### src/rtl/core/rtmpd_pkg.sv
// shared types, constants and helpers of the rtmp chunk stream deframer
`timescale 1ns / 1ps
package rtmpd_pkg;

  // default number of chunk stream slots
  localparam int unsigned ChannelSlotsDefault = 8;

  // register reset values and special codes
  localparam logic [23:0] ChunkSizeReset = 24'd128;
  localparam logic [23:0] MaxMsgLenReset = 24'(10 << 20);
  localparam logic [23:0] ExtStampMark   = 24'hFFFFFF;
  localparam int unsigned ModSteps       = 24;

  // register map index
  localparam logic RegChunkSize = 1'b0;
  localparam logic RegMaxMsgLen = 1'b1;

  // fault codes
  typedef enum logic [1:0] {
    ErrUnknownChannel = 2'd0,
    ErrTableFull      = 2'd1,
    ErrOversize       = 2'd2
  } err_code_e;

  // parse position within the chunk stream
  typedef enum logic [5:0] {
    PhInit    = 6'b000001,
    PhBasic   = 6'b000010,
    PhMsgHdr  = 6'b000100,
    PhExt     = 6'b001000,
    PhPayload = 6'b010000,
    PhHalt    = 6'b100000
  } phase_e;

  // controller sequence states
  typedef enum logic [5:0] {
    SIdle   = 6'b000001,
    SStep   = 6'b000010,
    SSettle = 6'b000100,
    SLookup = 6'b001000,
    SFinish = 6'b010000,
    SMod    = 6'b100000
  } ctrl_state_e;

  typedef struct packed {
    logic [7:0] stream_byte;
  } in_item_t;

  typedef struct packed {
    logic [7:0]  payload_byte;
    logic        byte_valid;
    logic        message_end;
    logic [16:0] chunk_stream_id;
    logic [7:0]  message_type;
    logic [31:0] message_clock;
    logic        error_flag;
    logic [1:0]  error_code;
  } out_item_t;

  // commands from controller to datapath
  typedef struct packed {
    logic load_byte;
    logic hdr_byte;
    logic pay_byte;
    logic lookup;
    logic finish;
    logic mod_start;
    logic mod_iter;
  } dp_cmd_t;

  // status from datapath to controller
  typedef struct packed {
    logic in_payload;
    logic halted;
    logic rem_valid;
    logic need_lookup;
    logic need_finish;
    logic mod_last;
    logic out_free;
  } dp_status_t;

  // message header length by fmt
  function automatic logic [3:0] hdr_bytes(input logic [1:0] fmt);
    logic [3:0] n;
    case (fmt)
      2'd0: n = 4'd11;
      2'd1: n = 4'd7;
      2'd2: n = 4'd3;
      default: n = 4'd0;
    endcase
    return n;
  endfunction

endpackage

### src/rtl/core/rtmpd_chan_if.sv
// valid/ready channel carrying one item
`timescale 1ns / 1ps
interface rtmpd_chan_if #(
  parameter type item_t = logic [7:0]
);
  logic  valid;
  logic  ready;
  item_t item;

  modport source (output valid, output item, input ready);
  modport sink (input valid, input item, output ready);
endinterface

### src/rtl/core/rtmpd_ctrl.sv
// sequencing controller of the deframer
`timescale 1ns / 1ps
module rtmpd_ctrl (
  input  logic                  clk_i,
  input  logic                  rst_ni,
  input  logic                  in_valid_i,
  output logic                  in_ready_o,
  input  rtmpd_pkg::dp_status_t status_i,
  output rtmpd_pkg::dp_cmd_t    cmd_o
);
  import rtmpd_pkg::*;

  ctrl_state_e state_q, state_d;

  // next state and commands
  always_comb begin
    state_d    = state_q;
    cmd_o      = '0;
    in_ready_o = 1'b0;
    case (state_q)
      SIdle: begin
        in_ready_o = 1'b1;
        if (in_valid_i) begin
          cmd_o.load_byte = 1'b1;
          state_d         = SStep;
        end
      end
      SStep: begin
        if (status_i.halted) begin
          state_d = SIdle;
        end else if (status_i.in_payload) begin
          if (!status_i.rem_valid) begin
            cmd_o.mod_start = 1'b1;
            state_d         = SMod;
          end else if (status_i.out_free) begin
            cmd_o.pay_byte = 1'b1;
            state_d        = SIdle;
          end
        end else begin
          cmd_o.hdr_byte = 1'b1;
          state_d        = SSettle;
        end
      end
      SSettle: begin
        if (status_i.need_lookup) begin
          state_d = SLookup;
        end else if (status_i.need_finish) begin
          state_d = SFinish;
        end else begin
          state_d = SIdle;
        end
      end
      SLookup: begin
        if (status_i.out_free) begin
          cmd_o.lookup = 1'b1;
          state_d      = SSettle;
        end
      end
      SFinish: begin
        if (status_i.out_free) begin
          cmd_o.finish = 1'b1;
          state_d      = SIdle;
        end
      end
      SMod: begin
        cmd_o.mod_iter = 1'b1;
        if (status_i.mod_last) begin
          state_d = SStep;
        end
      end
      default: state_d = SIdle;
    endcase
  end

  // state register
  always_ff @(posedge clk_i or negedge rst_ni) begin
    if (!rst_ni) begin
      state_q <= SIdle;
    end else begin
      state_q <= state_d;
    end
  end
endmodule

### src/rtl/core/rtmpd_dpath.sv
// header parser, slot table, chunk position and output register
`timescale 1ns / 1ps
module rtmpd_dpath #(
  parameter int unsigned ChannelSlots = rtmpd_pkg::ChannelSlotsDefault
) (
  input  logic                  clk_i,
  input  logic                  rst_ni,
  input  rtmpd_pkg::dp_cmd_t    cmd_i,
  output rtmpd_pkg::dp_status_t status_o,
  input  logic [7:0]            in_byte_i,
  input  logic [23:0]           chunk_size_i,
  input  logic [23:0]           max_len_i,
  input  logic                  chunk_size_wr_i,
  input  logic                  out_ready_i,
  output logic                  out_valid_o,
  output rtmpd_pkg::out_item_t  out_item_o
);
  import rtmpd_pkg::*;

  localparam int unsigned SlotW = (ChannelSlots > 1) ? $clog2(ChannelSlots) : 1;

  // parse registers
  logic [7:0]  byte_q;
  phase_e      phase_q, phase_d;
  logic [4:0]  hc_q, hc_d;
  logic [1:0]  bl_q, bl_d;
  logic [1:0]  fmt_q, fmt_d;
  logic [16:0] cid_q, cid_d;
  logic [7:0]  hbuf_q [11];
  logic [7:0]  hbuf_d [11];
  logic [31:0] fa_q, fa_d;
  logic [SlotW-1:0] slot_q, slot_d;

  // slot table
  logic        used_q  [ChannelSlots];
  logic        used_d  [ChannelSlots];
  logic [16:0] chan_q  [ChannelSlots];
  logic [16:0] chan_d  [ChannelSlots];
  logic [23:0] stamp_q [ChannelSlots];
  logic [23:0] stamp_d [ChannelSlots];
  logic [23:0] len_q   [ChannelSlots];
  logic [23:0] len_d   [ChannelSlots];
  logic [7:0]  type_q  [ChannelSlots];
  logic [7:0]  type_d  [ChannelSlots];
  logic [31:0] clock_q [ChannelSlots];
  logic [31:0] clock_d [ChannelSlots];
  logic [23:0] recv_q  [ChannelSlots];
  logic [23:0] recv_d  [ChannelSlots];

  // chunk position and its remainder unit
  logic [24:0] rem_q, rem_d;
  logic        rem_valid_q, rem_valid_d;
  logic [4:0]  mod_cnt_q, mod_cnt_d;
  logic [23:0] mod_src_q, mod_src_d;

  // output register
  logic      out_valid_q, out_valid_d;
  out_item_t out_q, out_d;

  // derived values
  logic [24:0] eff;
  logic [4:0]  hdr_len, ext_len;
  logic        ext;
  logic        out_free;
  logic [5:0]  low;
  logic [1:0]  bl_new;
  logic [4:0]  k;
  logic [SlotW-1:0] hit_idx, free_idx;
  logic        hit, free_found;
  logic [23:0] cur_stamp, cur_len, cur_recv;
  logic [31:0] cur_clock, ts, new_clk;
  logic [23:0] r1;
  logic [24:0] rem_inc, rem_next, mod_t;

  assign eff       = (chunk_size_i == 24'd0) ? 25'h1000000 : {1'b0, chunk_size_i};
  assign cur_stamp = stamp_q[slot_q];
  assign cur_len   = len_q[slot_q];
  assign cur_recv  = recv_q[slot_q];
  assign cur_clock = clock_q[slot_q];
  assign ext       = (cur_stamp == ExtStampMark);
  assign hdr_len   = {3'b0, bl_q} + {1'b0, hdr_bytes(fmt_q)};
  assign ext_len   = hdr_len + (ext ? 5'd4 : 5'd0);
  assign out_free  = !out_valid_q || out_ready_i;
  assign low       = byte_q[5:0];
  assign bl_new    = (low == 6'd0) ? 2'd2 : ((low == 6'd1) ? 2'd3 : 2'd1);
  assign k         = hc_q - {3'b0, bl_q};
  assign ts        = ext ? fa_q : {8'b0, cur_stamp};
  assign new_clk   = (cur_recv != 24'd0) ? cur_clock :
                     ((fmt_q == 2'd0) ? ts : cur_clock + ts);
  assign r1        = cur_recv + 24'd1;
  assign rem_inc   = rem_q + 25'd1;
  assign rem_next  = (rem_inc == eff) ? 25'd0 : rem_inc;
  assign mod_t     = {rem_q[23:0], mod_src_q[23]};

  // slot search, lowest index wins
  always_comb begin
    hit        = 1'b0;
    free_found = 1'b0;
    hit_idx    = '0;
    free_idx   = '0;
    for (int i = ChannelSlots - 1; i >= 0; i--) begin
      if (used_q[i] && chan_q[i] == cid_q) begin
        hit     = 1'b1;
        hit_idx = SlotW'(i);
      end
      if (!used_q[i]) begin
        free_found = 1'b1;
        free_idx   = SlotW'(i);
      end
    end
  end

  // status
  always_comb begin
    status_o             = '0;
    status_o.in_payload  = (phase_q == PhPayload);
    status_o.halted      = (phase_q == PhHalt);
    status_o.rem_valid   = rem_valid_q;
    status_o.need_lookup = (phase_q == PhMsgHdr) && (hc_q >= hdr_len);
    status_o.need_finish = (phase_q == PhExt) && (hc_q >= ext_len);
    status_o.mod_last    = (mod_cnt_q == 5'd1);
    status_o.out_free    = out_free;
  end

  // next state of parser, table and output
  always_comb begin
    phase_d     = phase_q;
    hc_d        = hc_q;
    bl_d        = bl_q;
    fmt_d       = fmt_q;
    cid_d       = cid_q;
    hbuf_d      = hbuf_q;
    fa_d        = fa_q;
    slot_d      = slot_q;
    used_d      = used_q;
    chan_d      = chan_q;
    stamp_d     = stamp_q;
    len_d       = len_q;
    type_d      = type_q;
    clock_d     = clock_q;
    recv_d      = recv_q;
    rem_d       = rem_q;
    rem_valid_d = rem_valid_q && !chunk_size_wr_i;
    mod_cnt_d   = mod_cnt_q;
    mod_src_d   = mod_src_q;
    out_valid_d = out_valid_q && !out_ready_i;
    out_d       = out_q;

    // header byte
    if (cmd_i.hdr_byte) begin
      case (phase_q)
        PhInit: begin
          fmt_d   = byte_q[7:6];
          bl_d    = bl_new;
          cid_d   = (bl_new == 2'd1) ? {11'b0, low} : 17'd64;
          hc_d    = 5'd1;
          phase_d = (bl_new == 2'd1) ? PhMsgHdr : PhBasic;
        end
        PhBasic: begin
          if (hc_q == 5'd1) begin
            cid_d = cid_q + {9'b0, byte_q};
          end else begin
            cid_d = cid_q + {1'b0, byte_q, 8'b0};
          end
          hc_d = hc_q + 5'd1;
          if (hc_q + 5'd1 >= {3'b0, bl_q}) begin
            phase_d = PhMsgHdr;
          end
        end
        PhMsgHdr: begin
          if (k < 5'd11) begin
            hbuf_d[k[3:0]] = byte_q;
          end
          hc_d = hc_q + 5'd1;
        end
        PhExt: begin
          fa_d = {fa_q[23:0], byte_q};
          hc_d = hc_q + 5'd1;
        end
        default: ;
      endcase
    end

    // slot lookup at header end
    if (cmd_i.lookup) begin
      if (!hit && fmt_q >= 2'd2) begin
        phase_d     = PhHalt;
        out_valid_d = 1'b1;
        out_d       = '0;
        out_d.chunk_stream_id = cid_q;
        out_d.error_flag      = 1'b1;
        out_d.error_code      = ErrUnknownChannel;
      end else if (!hit && !free_found) begin
        phase_d     = PhHalt;
        out_valid_d = 1'b1;
        out_d       = '0;
        out_d.chunk_stream_id = cid_q;
        out_d.error_flag      = 1'b1;
        out_d.error_code      = ErrTableFull;
      end else begin
        if (hit) begin
          slot_d = hit_idx;
        end else begin
          slot_d             = free_idx;
          used_d[free_idx]   = 1'b1;
          chan_d[free_idx]   = cid_q;
          stamp_d[free_idx]  = '0;
          len_d[free_idx]    = '0;
          type_d[free_idx]   = '0;
          clock_d[free_idx]  = '0;
          recv_d[free_idx]   = '0;
        end
        if (fmt_q <= 2'd2) begin
          stamp_d[slot_d] = {hbuf_q[0], hbuf_q[1], hbuf_q[2]};
        end
        if (fmt_q <= 2'd1) begin
          len_d[slot_d]  = {hbuf_q[3], hbuf_q[4], hbuf_q[5]};
          type_d[slot_d] = hbuf_q[6];
        end
        fa_d    = '0;
        phase_d = PhExt;
      end
    end

    // clock update and message start checks
    if (cmd_i.finish) begin
      clock_d[slot_q] = new_clk;
      rem_valid_d     = 1'b0;
      if (cur_recv == 24'd0 && cur_len > max_len_i) begin
        phase_d     = PhHalt;
        out_valid_d = 1'b1;
        out_d       = '0;
        out_d.chunk_stream_id = cid_q;
        out_d.error_flag      = 1'b1;
        out_d.error_code      = ErrOversize;
      end else if (cur_recv >= cur_len) begin
        recv_d[slot_q] = '0;
        phase_d        = PhInit;
        out_valid_d    = 1'b1;
        out_d          = '0;
        out_d.message_end     = 1'b1;
        out_d.chunk_stream_id = cid_q;
        out_d.message_type    = type_q[slot_q];
        out_d.message_clock   = new_clk;
      end else begin
        phase_d = PhPayload;
      end
    end

    // payload byte
    if (cmd_i.pay_byte) begin
      rem_d       = rem_next;
      out_valid_d = 1'b1;
      out_d       = '0;
      out_d.payload_byte    = byte_q;
      out_d.byte_valid      = 1'b1;
      out_d.chunk_stream_id = cid_q;
      out_d.message_type    = type_q[slot_q];
      out_d.message_clock   = cur_clock;
      if (r1 >= cur_len) begin
        out_d.message_end = 1'b1;
        recv_d[slot_q]    = '0;
        phase_d           = PhInit;
      end else begin
        recv_d[slot_q] = r1;
        if (rem_next == 25'd0) begin
          phase_d = PhInit;
        end
      end
    end

    // received count modulo chunk size, one bit a cycle
    if (cmd_i.mod_start) begin
      mod_src_d = cur_recv;
      rem_d     = '0;
      mod_cnt_d = 5'(ModSteps);
    end
    if (cmd_i.mod_iter) begin
      rem_d     = (mod_t >= eff) ? mod_t - eff : mod_t;
      mod_src_d = {mod_src_q[22:0], 1'b0};
      mod_cnt_d = mod_cnt_q - 5'd1;
      if (mod_cnt_q == 5'd1) begin
        rem_valid_d = 1'b1;
      end
    end
  end

  // control registers
  always_ff @(posedge clk_i or negedge rst_ni) begin
    if (!rst_ni) begin
      phase_q     <= PhInit;
      hc_q        <= '0;
      bl_q        <= '0;
      fmt_q       <= '0;
      slot_q      <= '0;
      rem_valid_q <= 1'b0;
      mod_cnt_q   <= '0;
      out_valid_q <= 1'b0;
      for (int i = 0; i < ChannelSlots; i++) begin
        used_q[i] <= 1'b0;
      end
    end else begin
      phase_q     <= phase_d;
      hc_q        <= hc_d;
      bl_q        <= bl_d;
      fmt_q       <= fmt_d;
      slot_q      <= slot_d;
      rem_valid_q <= rem_valid_d;
      mod_cnt_q   <= mod_cnt_d;
      out_valid_q <= out_valid_d;
      used_q      <= used_d;
    end
  end

  // payload registers
  always_ff @(posedge clk_i) begin
    if (cmd_i.load_byte) begin
      byte_q <= in_byte_i;
    end
    cid_q     <= cid_d;
    hbuf_q    <= hbuf_d;
    fa_q      <= fa_d;
    chan_q    <= chan_d;
    stamp_q   <= stamp_d;
    len_q     <= len_d;
    type_q    <= type_d;
    clock_q   <= clock_d;
    recv_q    <= recv_d;
    rem_q     <= rem_d;
    mod_src_q <= mod_src_d;
    out_q     <= out_d;
  end

  assign out_valid_o = out_valid_q;
  assign out_item_o  = out_q;
endmodule

### src/rtl/core/rtmp_chunk_stream_deframer.sv
// top level of the rtmp chunk stream deframer
// Usage:
//   in_i carries one raw chunk stream byte per item; out_o carries one result
//   item per payload byte, one per zero-length message and one per fault.
//   Items move when valid and ready are both high at a rising clock edge.
//   The apb port sets chunk_size (address 0) and max_message_length
//   (address 4); write them only while the block is idle.
// Sequence:
//   a payload byte passes the idle and step states; a header byte passes
//   idle, step and settle, and the byte that completes a header then runs
//   the slot search, a second settle check and the clock update. The first
//   payload byte after a header, or after a chunk_size write, first runs a
//   shift-subtract remainder of the received count.
//   The slot search compares all CHANNEL_SLOTS entries combinationally.
// Reset: the table is emptied and both registers return to 128 and 10 MiB.
// Stall: a result waits in the output register while the next byte is
//   accepted; work that produces a result holds until that register frees.
// A fault emits one error result and all later bytes are dropped until reset.
`timescale 1ns / 1ps
module rtmp_chunk_stream_deframer #(
  parameter int unsigned CHANNEL_SLOTS = rtmpd_pkg::ChannelSlotsDefault
) (
  input  logic        clk_i,
  input  logic        rst_ni,
  rtmpd_chan_if.sink   in_i,
  rtmpd_chan_if.source out_o,
  input  logic        psel,
  input  logic        penable,
  input  logic        pwrite,
  input  logic [2:0]  paddr,
  input  logic [31:0] pwdata,
  output logic [31:0] prdata,
  output logic        pready
);
  import rtmpd_pkg::*;

  logic [23:0] chunk_size_q;
  logic [23:0] max_len_q;
  logic        cfg_wr;
  dp_cmd_t     cmd;
  dp_status_t  status;
  in_item_t    in_item;
  out_item_t   out_item;

  // configuration registers
  assign cfg_wr = psel && penable && pwrite;
  assign pready = 1'b1;
  assign prdata = (paddr[2] == RegMaxMsgLen) ? {8'b0, max_len_q} : {8'b0, chunk_size_q};

  always_ff @(posedge clk_i or negedge rst_ni) begin
    if (!rst_ni) begin
      chunk_size_q <= ChunkSizeReset;
      max_len_q    <= MaxMsgLenReset;
    end else if (cfg_wr) begin
      if (paddr[2] == RegChunkSize) begin
        chunk_size_q <= pwdata[23:0];
      end else begin
        max_len_q <= pwdata[23:0];
      end
    end
  end

  assign in_item    = in_i.item;
  assign out_o.item = out_item;

  // controller
  rtmpd_ctrl u_ctrl (
    .clk_i      (clk_i),
    .rst_ni     (rst_ni),
    .in_valid_i (in_i.valid),
    .in_ready_o (in_i.ready),
    .status_i   (status),
    .cmd_o      (cmd)
  );

  // datapath
  rtmpd_dpath #(
    .ChannelSlots (CHANNEL_SLOTS)
  ) u_dpath (
    .clk_i           (clk_i),
    .rst_ni          (rst_ni),
    .cmd_i           (cmd),
    .status_o        (status),
    .in_byte_i       (in_item.stream_byte),
    .chunk_size_i    (chunk_size_q),
    .max_len_i       (max_len_q),
    .chunk_size_wr_i (cfg_wr && (paddr[2] == RegChunkSize)),
    .out_ready_i     (out_o.ready),
    .out_valid_o     (out_o.valid),
    .out_item_o      (out_item)
  );
endmodule
### src/flat_wrapper.sv
// flat-port wrapper written by rule: the top's interface ports become plain ports
module rtmp_chunk_stream_deframer_flat import rtmpd_pkg::*;
#(
  parameter int unsigned CHANNEL_SLOTS = rtmpd_pkg::ChannelSlotsDefault
)
  (clk_i, rst_ni, psel, penable, pwrite, paddr, pwdata, prdata, pready, in_i_valid, in_i_item, in_i_ready, out_o_valid, out_o_item, out_o_ready);
  rtmpd_chan_if in_i_i ();
  rtmpd_chan_if out_o_i ();
  input  logic clk_i;
  input  logic rst_ni;
  input  logic psel;
  input  logic penable;
  input  logic pwrite;
  input  logic [2:0] paddr;
  input  logic [31:0] pwdata;
  output logic [31:0] prdata;
  output logic pready;
  input wire logic [$bits(in_i_i.valid)-1:0] in_i_valid;
  input wire logic [$bits(in_i_i.item)-1:0] in_i_item;
  output wire logic [$bits(in_i_i.ready)-1:0] in_i_ready;
  output wire logic [$bits(out_o_i.valid)-1:0] out_o_valid;
  output wire logic [$bits(out_o_i.item)-1:0] out_o_item;
  input wire logic [$bits(out_o_i.ready)-1:0] out_o_ready;
  assign in_i_i.valid = in_i_valid;
  assign in_i_i.item = in_i_item;
  assign in_i_ready = in_i_i.ready;
  assign out_o_valid = out_o_i.valid;
  assign out_o_item = out_o_i.item;
  assign out_o_i.ready = out_o_ready;
  rtmp_chunk_stream_deframer #(.CHANNEL_SLOTS(CHANNEL_SLOTS)) u_core (.clk_i(clk_i), .rst_ni(rst_ni), .in_i(in_i_i), .out_o(out_o_i), .psel(psel), .penable(penable), .pwrite(pwrite), .paddr(paddr), .pwdata(pwdata), .prdata(prdata), .pready(pready));
endmodule
### config.mk
export PLATFORM = sky130hd
export DESIGN_NAME = rtmp_chunk_stream_deframer_flat
export DESIGN_NICKNAME = d
export VERILOG_FILES = /design/src/rtl/core/rtmpd_pkg.sv /design/src/rtl/core/rtmpd_chan_if.sv /design/src/rtl/core/rtmpd_ctrl.sv /design/src/rtl/core/rtmpd_dpath.sv /design/src/rtl/core/rtmp_chunk_stream_deframer.sv /design/src/flat_wrapper.sv
export SDC_FILE = /design/constraint.sdc
export NUM_CORES = 2
export LEC_CHECK = 0
export ABC_AREA = 1
export BUFFER_PORTS_ARGS = -buffer_cell sky130_fd_sc_hd__buf_2
export CAP_MARGIN = 30
export CELL_PAD_IN_SITES_DETAIL_PLACEMENT = 1
export CELL_PAD_IN_SITES_GLOBAL_PLACEMENT = 1
export CORE_ASPECT_RATIO = 0.75
export CORE_MARGIN = 2
export CORE_UTILIZATION = 35
export CTS_CLUSTER_DIAMETER = 40
export DETAILED_ROUTE_END_ITERATION = 8
export PLACE_DENSITY_LB_ADDON = 0.1
export REMOVE_ABC_BUFFERS = 1
export SLEW_MARGIN = 15
export SYNTH_ARGS = -nofsm -noshare
export SYNTH_HDL_FRONTEND = slang
export SYNTH_SLANG_ARGS = --single-unit
### constraint.sdc
create_clock -name clk_i -period 20.2 [get_ports clk_i]
set_input_delay 2.02 -clock clk_i [delete_from_list [all_inputs] [get_ports clk_i]]
set_output_delay 2.02 -clock clk_i [all_outputs]
set_load 0.01 [all_outputs]
# --- Yosys cells after proc, flatten, opt, wreduce, memory -nomap -nowiden ---
# Cells that the tools add are included.
classes:
  bitwise: 20
  reduce_logical: 48
  n_addsub: 11
  eq_ne: 31
  order_cmp: 19
  muxes: 191
ops:
  columns: ["op", "count"]
  rows:
  - ["two-way mux 192 bit", 19]
  - ["two-way mux 256 bit", 5]
  - ["AND 192 bit", 5]
  - ["bitwise mux 192 bit", 3]
  - ["two-way mux 70 bit", 7]
  - ["two-way mux 32 bit", 12]
  - ["NOT 192 bit", 2]
  - ["two-way mux 64 bit", 5]
  - ["two-way mux 24 bit", 12]
  - ["AND 256 bit", 1]
  - ["bitwise mux 256 bit", 1]
  - ["NOT 256 bit", 1]
  - ["binary-select mux 24 bit (select 3 bit)", 3]
  - ["demux 24 bit (select 3 bit)", 3]
  - ["demux 32 bit (select 3 bit)", 2]
  - ["two-way mux 25 bit", 6]
  - ["bitwise mux 136 bit", 1]
  - ["equality test 17 bit", 8]
  - ["two-way mux 6 bit", 17]
  - ["binary-select mux 32 bit (select 3 bit)", 1]
  - ["bitwise mux 88 bit", 1]
  - ["two-way mux 3 bit", 22]
  - ["AND 64 bit", 1]
  - ["bitwise mux 64 bit", 1]
  - ["72 further kinds", 181]
totals:
  register_bits: 1383
  inputBits: 50
  out_inout_bits: 43

# --- Logic depth before layout (Yosys ltp) ---
depth:
  depth_word: 26
  mapped_depth: 34
  ltp_nobuf: 30

# --- Modules after synthesis ---
# Synthesis repeated with hierarchy kept, for this count alone.
hier_totals:
  hier_cells: 9707
  hier_area_um2: 74128.6
modules_own_cells:
  columns: ["module", "instances", "seq_area_each_um2", "cells_per_inst", "area_each_um2"]
  rows:
  - ["rtmpd_dpath", 1, 33268.2, 9325, 71333.4]
  - ["rtmp_chunk_stream_deframer", 1, 1204.9, 301, 2293.4]
  - ["rtmpd_ctrl", 1, 151.4, 81, 501.7]

# --- Worst setup path before layout ---
# OpenSTA, ideal clock, no wires.
synth_path:
  path_kind: "input-to-reg"
  startpoint: "input out_o_ready"
  endpoint: "register u_core.u_dpath.fa_q[0]"
  cell_stages: 7
  arrival_time_ns: 20.970
  n_path_buf: 0
  setup_slack_ns: -0.898
  setup_ns: 0.128
  path_cell_list: "nor2_1 > nor2_1 > nand2_1 > nor2_1 > inv_1 > nand2_1 > inv_1"
synth_via:
  elab_chain_len: 4
synth_lines:
  columns: ["element", "line_no", "rtl"]
  rows:
  - ["from (decl)", "flat_wrapper.sv:23", "input wire logic [$bits(out_o_i.ready)-1:0] out_o_ready;"]
  - ["logical OR 1 bit", "rtmpd_dpath.sv:83", "assign out_free = !out_valid_q || out_ready_i;"]
  - ["two-way mux 1 bit", "rtmpd_ctrl.sv:54", "if (status_i.out_free) begin"]
  - ["two-way mux 1 bit", "rtmpd_ctrl.sv:20", "case (state_q)"]
  - ["two-way mux 32 bit", "rtmpd_dpath.sv:185", "if (cmd_i.lookup) begin"]
  - ["named net u_core.u_dpath.fa_d[0]", "rtmpd_dpath.sv:31", "logic [31:0] fa_q, fa_d;"]
  - ["to (signal assigned)", "rtmpd_dpath.sv:322", "fa_q <= fa_d;"]
  - ["to (decl)", "rtmpd_dpath.sv:31", null]
# The timed path passes the listed nets, and every way through them passes these cells.
# A chain may end at the register's enable or synchronous reset.

==> flow_summary.yaml <==
cells_and_area:
  multi_input_area_um2: 23910
  fin_util_pct: 40.66
  area_delta_synth_final_pct: 14.94
  ff_latch_area_um2: 26360
  nFillCells: 19150
  drive_gt1_share_pct: 8.473
  nets: 7468
  final_cells: 9525
placed_design:
  place_ws_ps: 12240
  place.gp.congestion: 0.8747
  numPlacedInstances: 9215
  dp_hpwl_mm: 145.3
  io_buffers: 73
pwr:
  power_leakage_nw: 29.36
  combPwrFrac_pct: 8.0
  seq_power_share_pct: 39.2
  p_sw_mw: 1.455
  p_clk_share_pct: 52.7
  intPower_mw: 4.138
  vdd_drop_max_mv: 0.08895
  swShare_pct: 26.01
  p_per_area_nw_per_um2: 87.07
logic_synthesis:
  async_flop_share_pct: 8.932
  synth-main-ff-cell: "edfxtp_1"
  synth_edf_count: 641
  avgSynthCellArea_um2: 7.731
  yosys_warnings: 0
  yosysUniqueCellTypes: 73
  synthCells: 7228
  ys_seq_elements: 974
  ys_seq_area_share_pct: 47.17
  synth_area_um2: 55880
routing:
  ant_nets: 0
  wl_mm: 228.9
  via_per_inst: 5.318
  dr.pass1.iters: 5
  drc: 0
  wl_per_cell_um: 24.04
  drt_iter0_markers: 4441
  vias: 50650
timing:
  slew_viol_final: 0
  final.setup.tns_ps: 0
  whs_ps: 445.2
  setup_violations: 0
  fin_crit_ps: 8111
  timing.fmax_ghz: 0.1233
  rsz0062_at_grt: "no"
  setup_slack_ps: 12090
  tightest_slew_ps: 1317
  finalHoldViolations: 0
  clock_skew_ps: 25.84
  max_slew_margin_pct: 12.17
  period_share_pct: 40.15
clock_tree:
  clock_sinks: 974
  clkTransAtPathRegs_ps: 50
  clockBufferDepth: 3
  postCtsHoldBufs: 0
  h-tree-depth: 4
  cts_resized: 0
  cts_buffers: 164
  cts_tree: "done"
  cts_root_buffer: "clkbuf_16"
  clk_latency_ps: 810
  cts_setup_buffers: 0
outcome:
  outcome: "complete, no violations"
floorplan:
  die_x_um: 465.4
  rows: 126
  initial_utilization_pct: 35.38
  die_h_um: 350.0
  ios: 93
  core_um2: 158000
  die-area_um2: 162900
setup_path:
  start_kind: "flip-flop"
  worstPathRequired_ps: 20910
  worstPathMaxFanout: 39
  regToRegStartpoint: "u_core.u_dpath.slot_q[0]"
  rrSetupSlack_ps: 12090
  cp.arrival_ps: 8820
  rr_endpoint: "u_core.u_dpath.recv_q[92]"
  cp-end-kind: "flip-flop"
  rr_worst_depth: 18
  criticalPathCategory: "reg -> reg"
grt:
  use_met2_pct: 43.39
  grt_pass1_wl_mm: 338.2
  top_usage_layer: "met2"
  grt_pass1_vias: 50680
  grt_use_met1_pct: 40.23
  grt.overflow.total: 0
  antenna_found_initial: 8
  grtUsageMet3_pct: 3.775
  grt_usage_pct: 27.70
  grt_max_degree: 173
hold_path:
  hold_depth: 2
  hp-start: "u_core.u_dpath.recv_q[53]"
  min_path_type: "reg -> reg"
  whs_endpoint: "u_core.u_dpath.recv_q[53]"
run:
  drv_cap: 0
state kept, by name, summed over array words and instances (netlist names), 17 cells and up:
signal / cells
u_core.u_dpath.hbuf_q: 48
u_core.chunk_size_q: 24
u_core.u_dpath.stamp_q: 192
u_core.u_dpath.rem_q: 25
u_core.u_dpath.cid_q: 17
u_core.u_dpath.recv_q: 192
u_core.u_dpath.mod_src_q: 24
u_core.u_dpath.clock_q: 40
u_core.u_dpath.chan_q: 136
u_core.max_len_q: 24
u_core.u_dpath.len_q: 192
power groups by stage:
stage	clock (mW)	combinational (mW)	sequential, mW
2_1_floorplan	0	0.260	2.23
3_3_place_gp	0	0.434	2.23
3_5_place_dp	0	0.442	2.23
4_1_cts	2.99	0.446	2.19
5_1_grt	3.08	0.497	2.20
6_report	2.95	0.448	2.19
through the flow:
| stage | total power [mW] | cell area [µm²] |
|---|---|---|
| CTS | 5.634 | 64190 |
| finish | 5.593 | 64230 |
| floorplan | 2.487 | 54320 |
| global placement | 2.667 | 58300 |
| global route | 5.773 | 64230 |
| detailed placement | 2.676 | 58500 |
per-layer routing:
layer	up-vias	wire length (µm)
met3	323	13140
met1	25170	110000
li1	23790	-
met4	2	5179
met2	1368	100700
met5	-	13
cells in the mapped netlist, types with 13 or more instances:
cell,number,share of area (%)
a21oi_1,135,1.2
a221oi_1,40,0.63
a22oi_1,26,0.35
buf_1,27,0.18
buf_2,102,0.91
buf_4,32,0.43
buf_6,16,0.32
clkbuf_1,148,0.99
dfrtp_1,82,3.7
dfxtp_1,246,8.8
edfxtp_1,641,34
ha_1,140,3.1
inv_1,1080,7.3
inv_2,26,0.17
nand2_1,2138,14
nand3_1,507,4.5
nand3b_1,15,0.20
nand4_1,206,2.3
nor2_1,591,4.0
nor2_2,17,0.19
nor3_1,63,0.56
nor4_1,31,0.35
o21ai_0,472,4.2
o22ai_1,86,0.96
o2bb2ai_1,48,0.75
o31ai_1,13,0.17
or2_2,21,0.24
xnor2_1,45,0.71
xor2_1,49,0.77
critical path: stages, from the launching register on:
cell and delay [ps]:
dfrtp_1 800, nand3_4 690, inv_4 630, buf_4 750
a22oi_1 200, nand4_1 260, inv_1 180, ha_1 340
nand2_1 60, inv_1 30, nor2_1 100, nor2_1 50
a2111oi_0 580, nand4_1 790, nand3_4 470, nand2_4 260
nand2_1 650, nand2_1 700, o21ai_0 340
worst max-delay path by stage:
stage	start	end	slack [ps]	cells past startpoint
3_3_place_gp	u_core.u_dpath.slot_q[0]	u_core.u_dpath.recv_q[92]	12360	18
3_5_place_dp	u_core.u_dpath.slot_q[0]	u_core.u_dpath.recv_q[92]	12240	18
2_1_floorplan	out_o_ready	u_core.u_dpath.fa_q[0]	-900	7
5_1_grt	u_core.u_dpath.slot_q[0]	u_core.u_dpath.recv_q[78]	11830	18
6_report	u_core.u_dpath.slot_q[0]	u_core.u_dpath.recv_q[92]	12090	18
4_1_cts	u_core.u_dpath.slot_q[0]	u_core.u_dpath.recv_q[92]	12240	18
kinds of logic (layout without fill, tap and decap cells):
| kind of cell | count (synthesis) | after routing | synth area share (%) |
|---|---|---|---|
| and+or+nand+nor | 3647 | 3647 | 27.74 |
| other | 2 | 11 | 0.01344 |
| DFF | 974 | 974 | 47.17 |
| adders and majority gates | 146 | 146 | 3.350 |
| AOI/OAI and AO/OA | 925 | 925 | 9.856 |
| buffers and inverters | 1438 | 1614 | 10.34 |
| xor gates and xnor gates | 96 | 96 | 1.545 |
cells in the final DEF (no fill, tap or decap), drive strengths merged, types with 45 or more instances in the layout:
| cell type | instances |
|---|---|
| buf | 195 |
| nand2 | 2152 |
| nor2 | 615 |
| edfxtp | 641 |
| inv | 1131 |
| nor3 | 63 |
| ha | 140 |
| xnor2 | 45 |
| dfxtp | 246 |
| o21ai | 483 |
| a21oi | 137 |
| clkinv | 51 |
| clkbuf | 196 |
| nand4 | 213 |
| o2bb2ai | 48 |
| o22ai | 86 |
| nand3 | 516 |
| dfrtp | 82 |
| xor2 | 50 |
area by class of cell:
class,instances,area share [%]
repair buffers,195,2.240
clock inverters,110,2.022
clock buffers,196,6.831
flip-flops and latches,974,41.03
diodes,1,0.003896
inverters,1113,6.526
multi-input cells,4824,37.23
well taps,2112,4.114
Power figures use the tool's default switching activity.
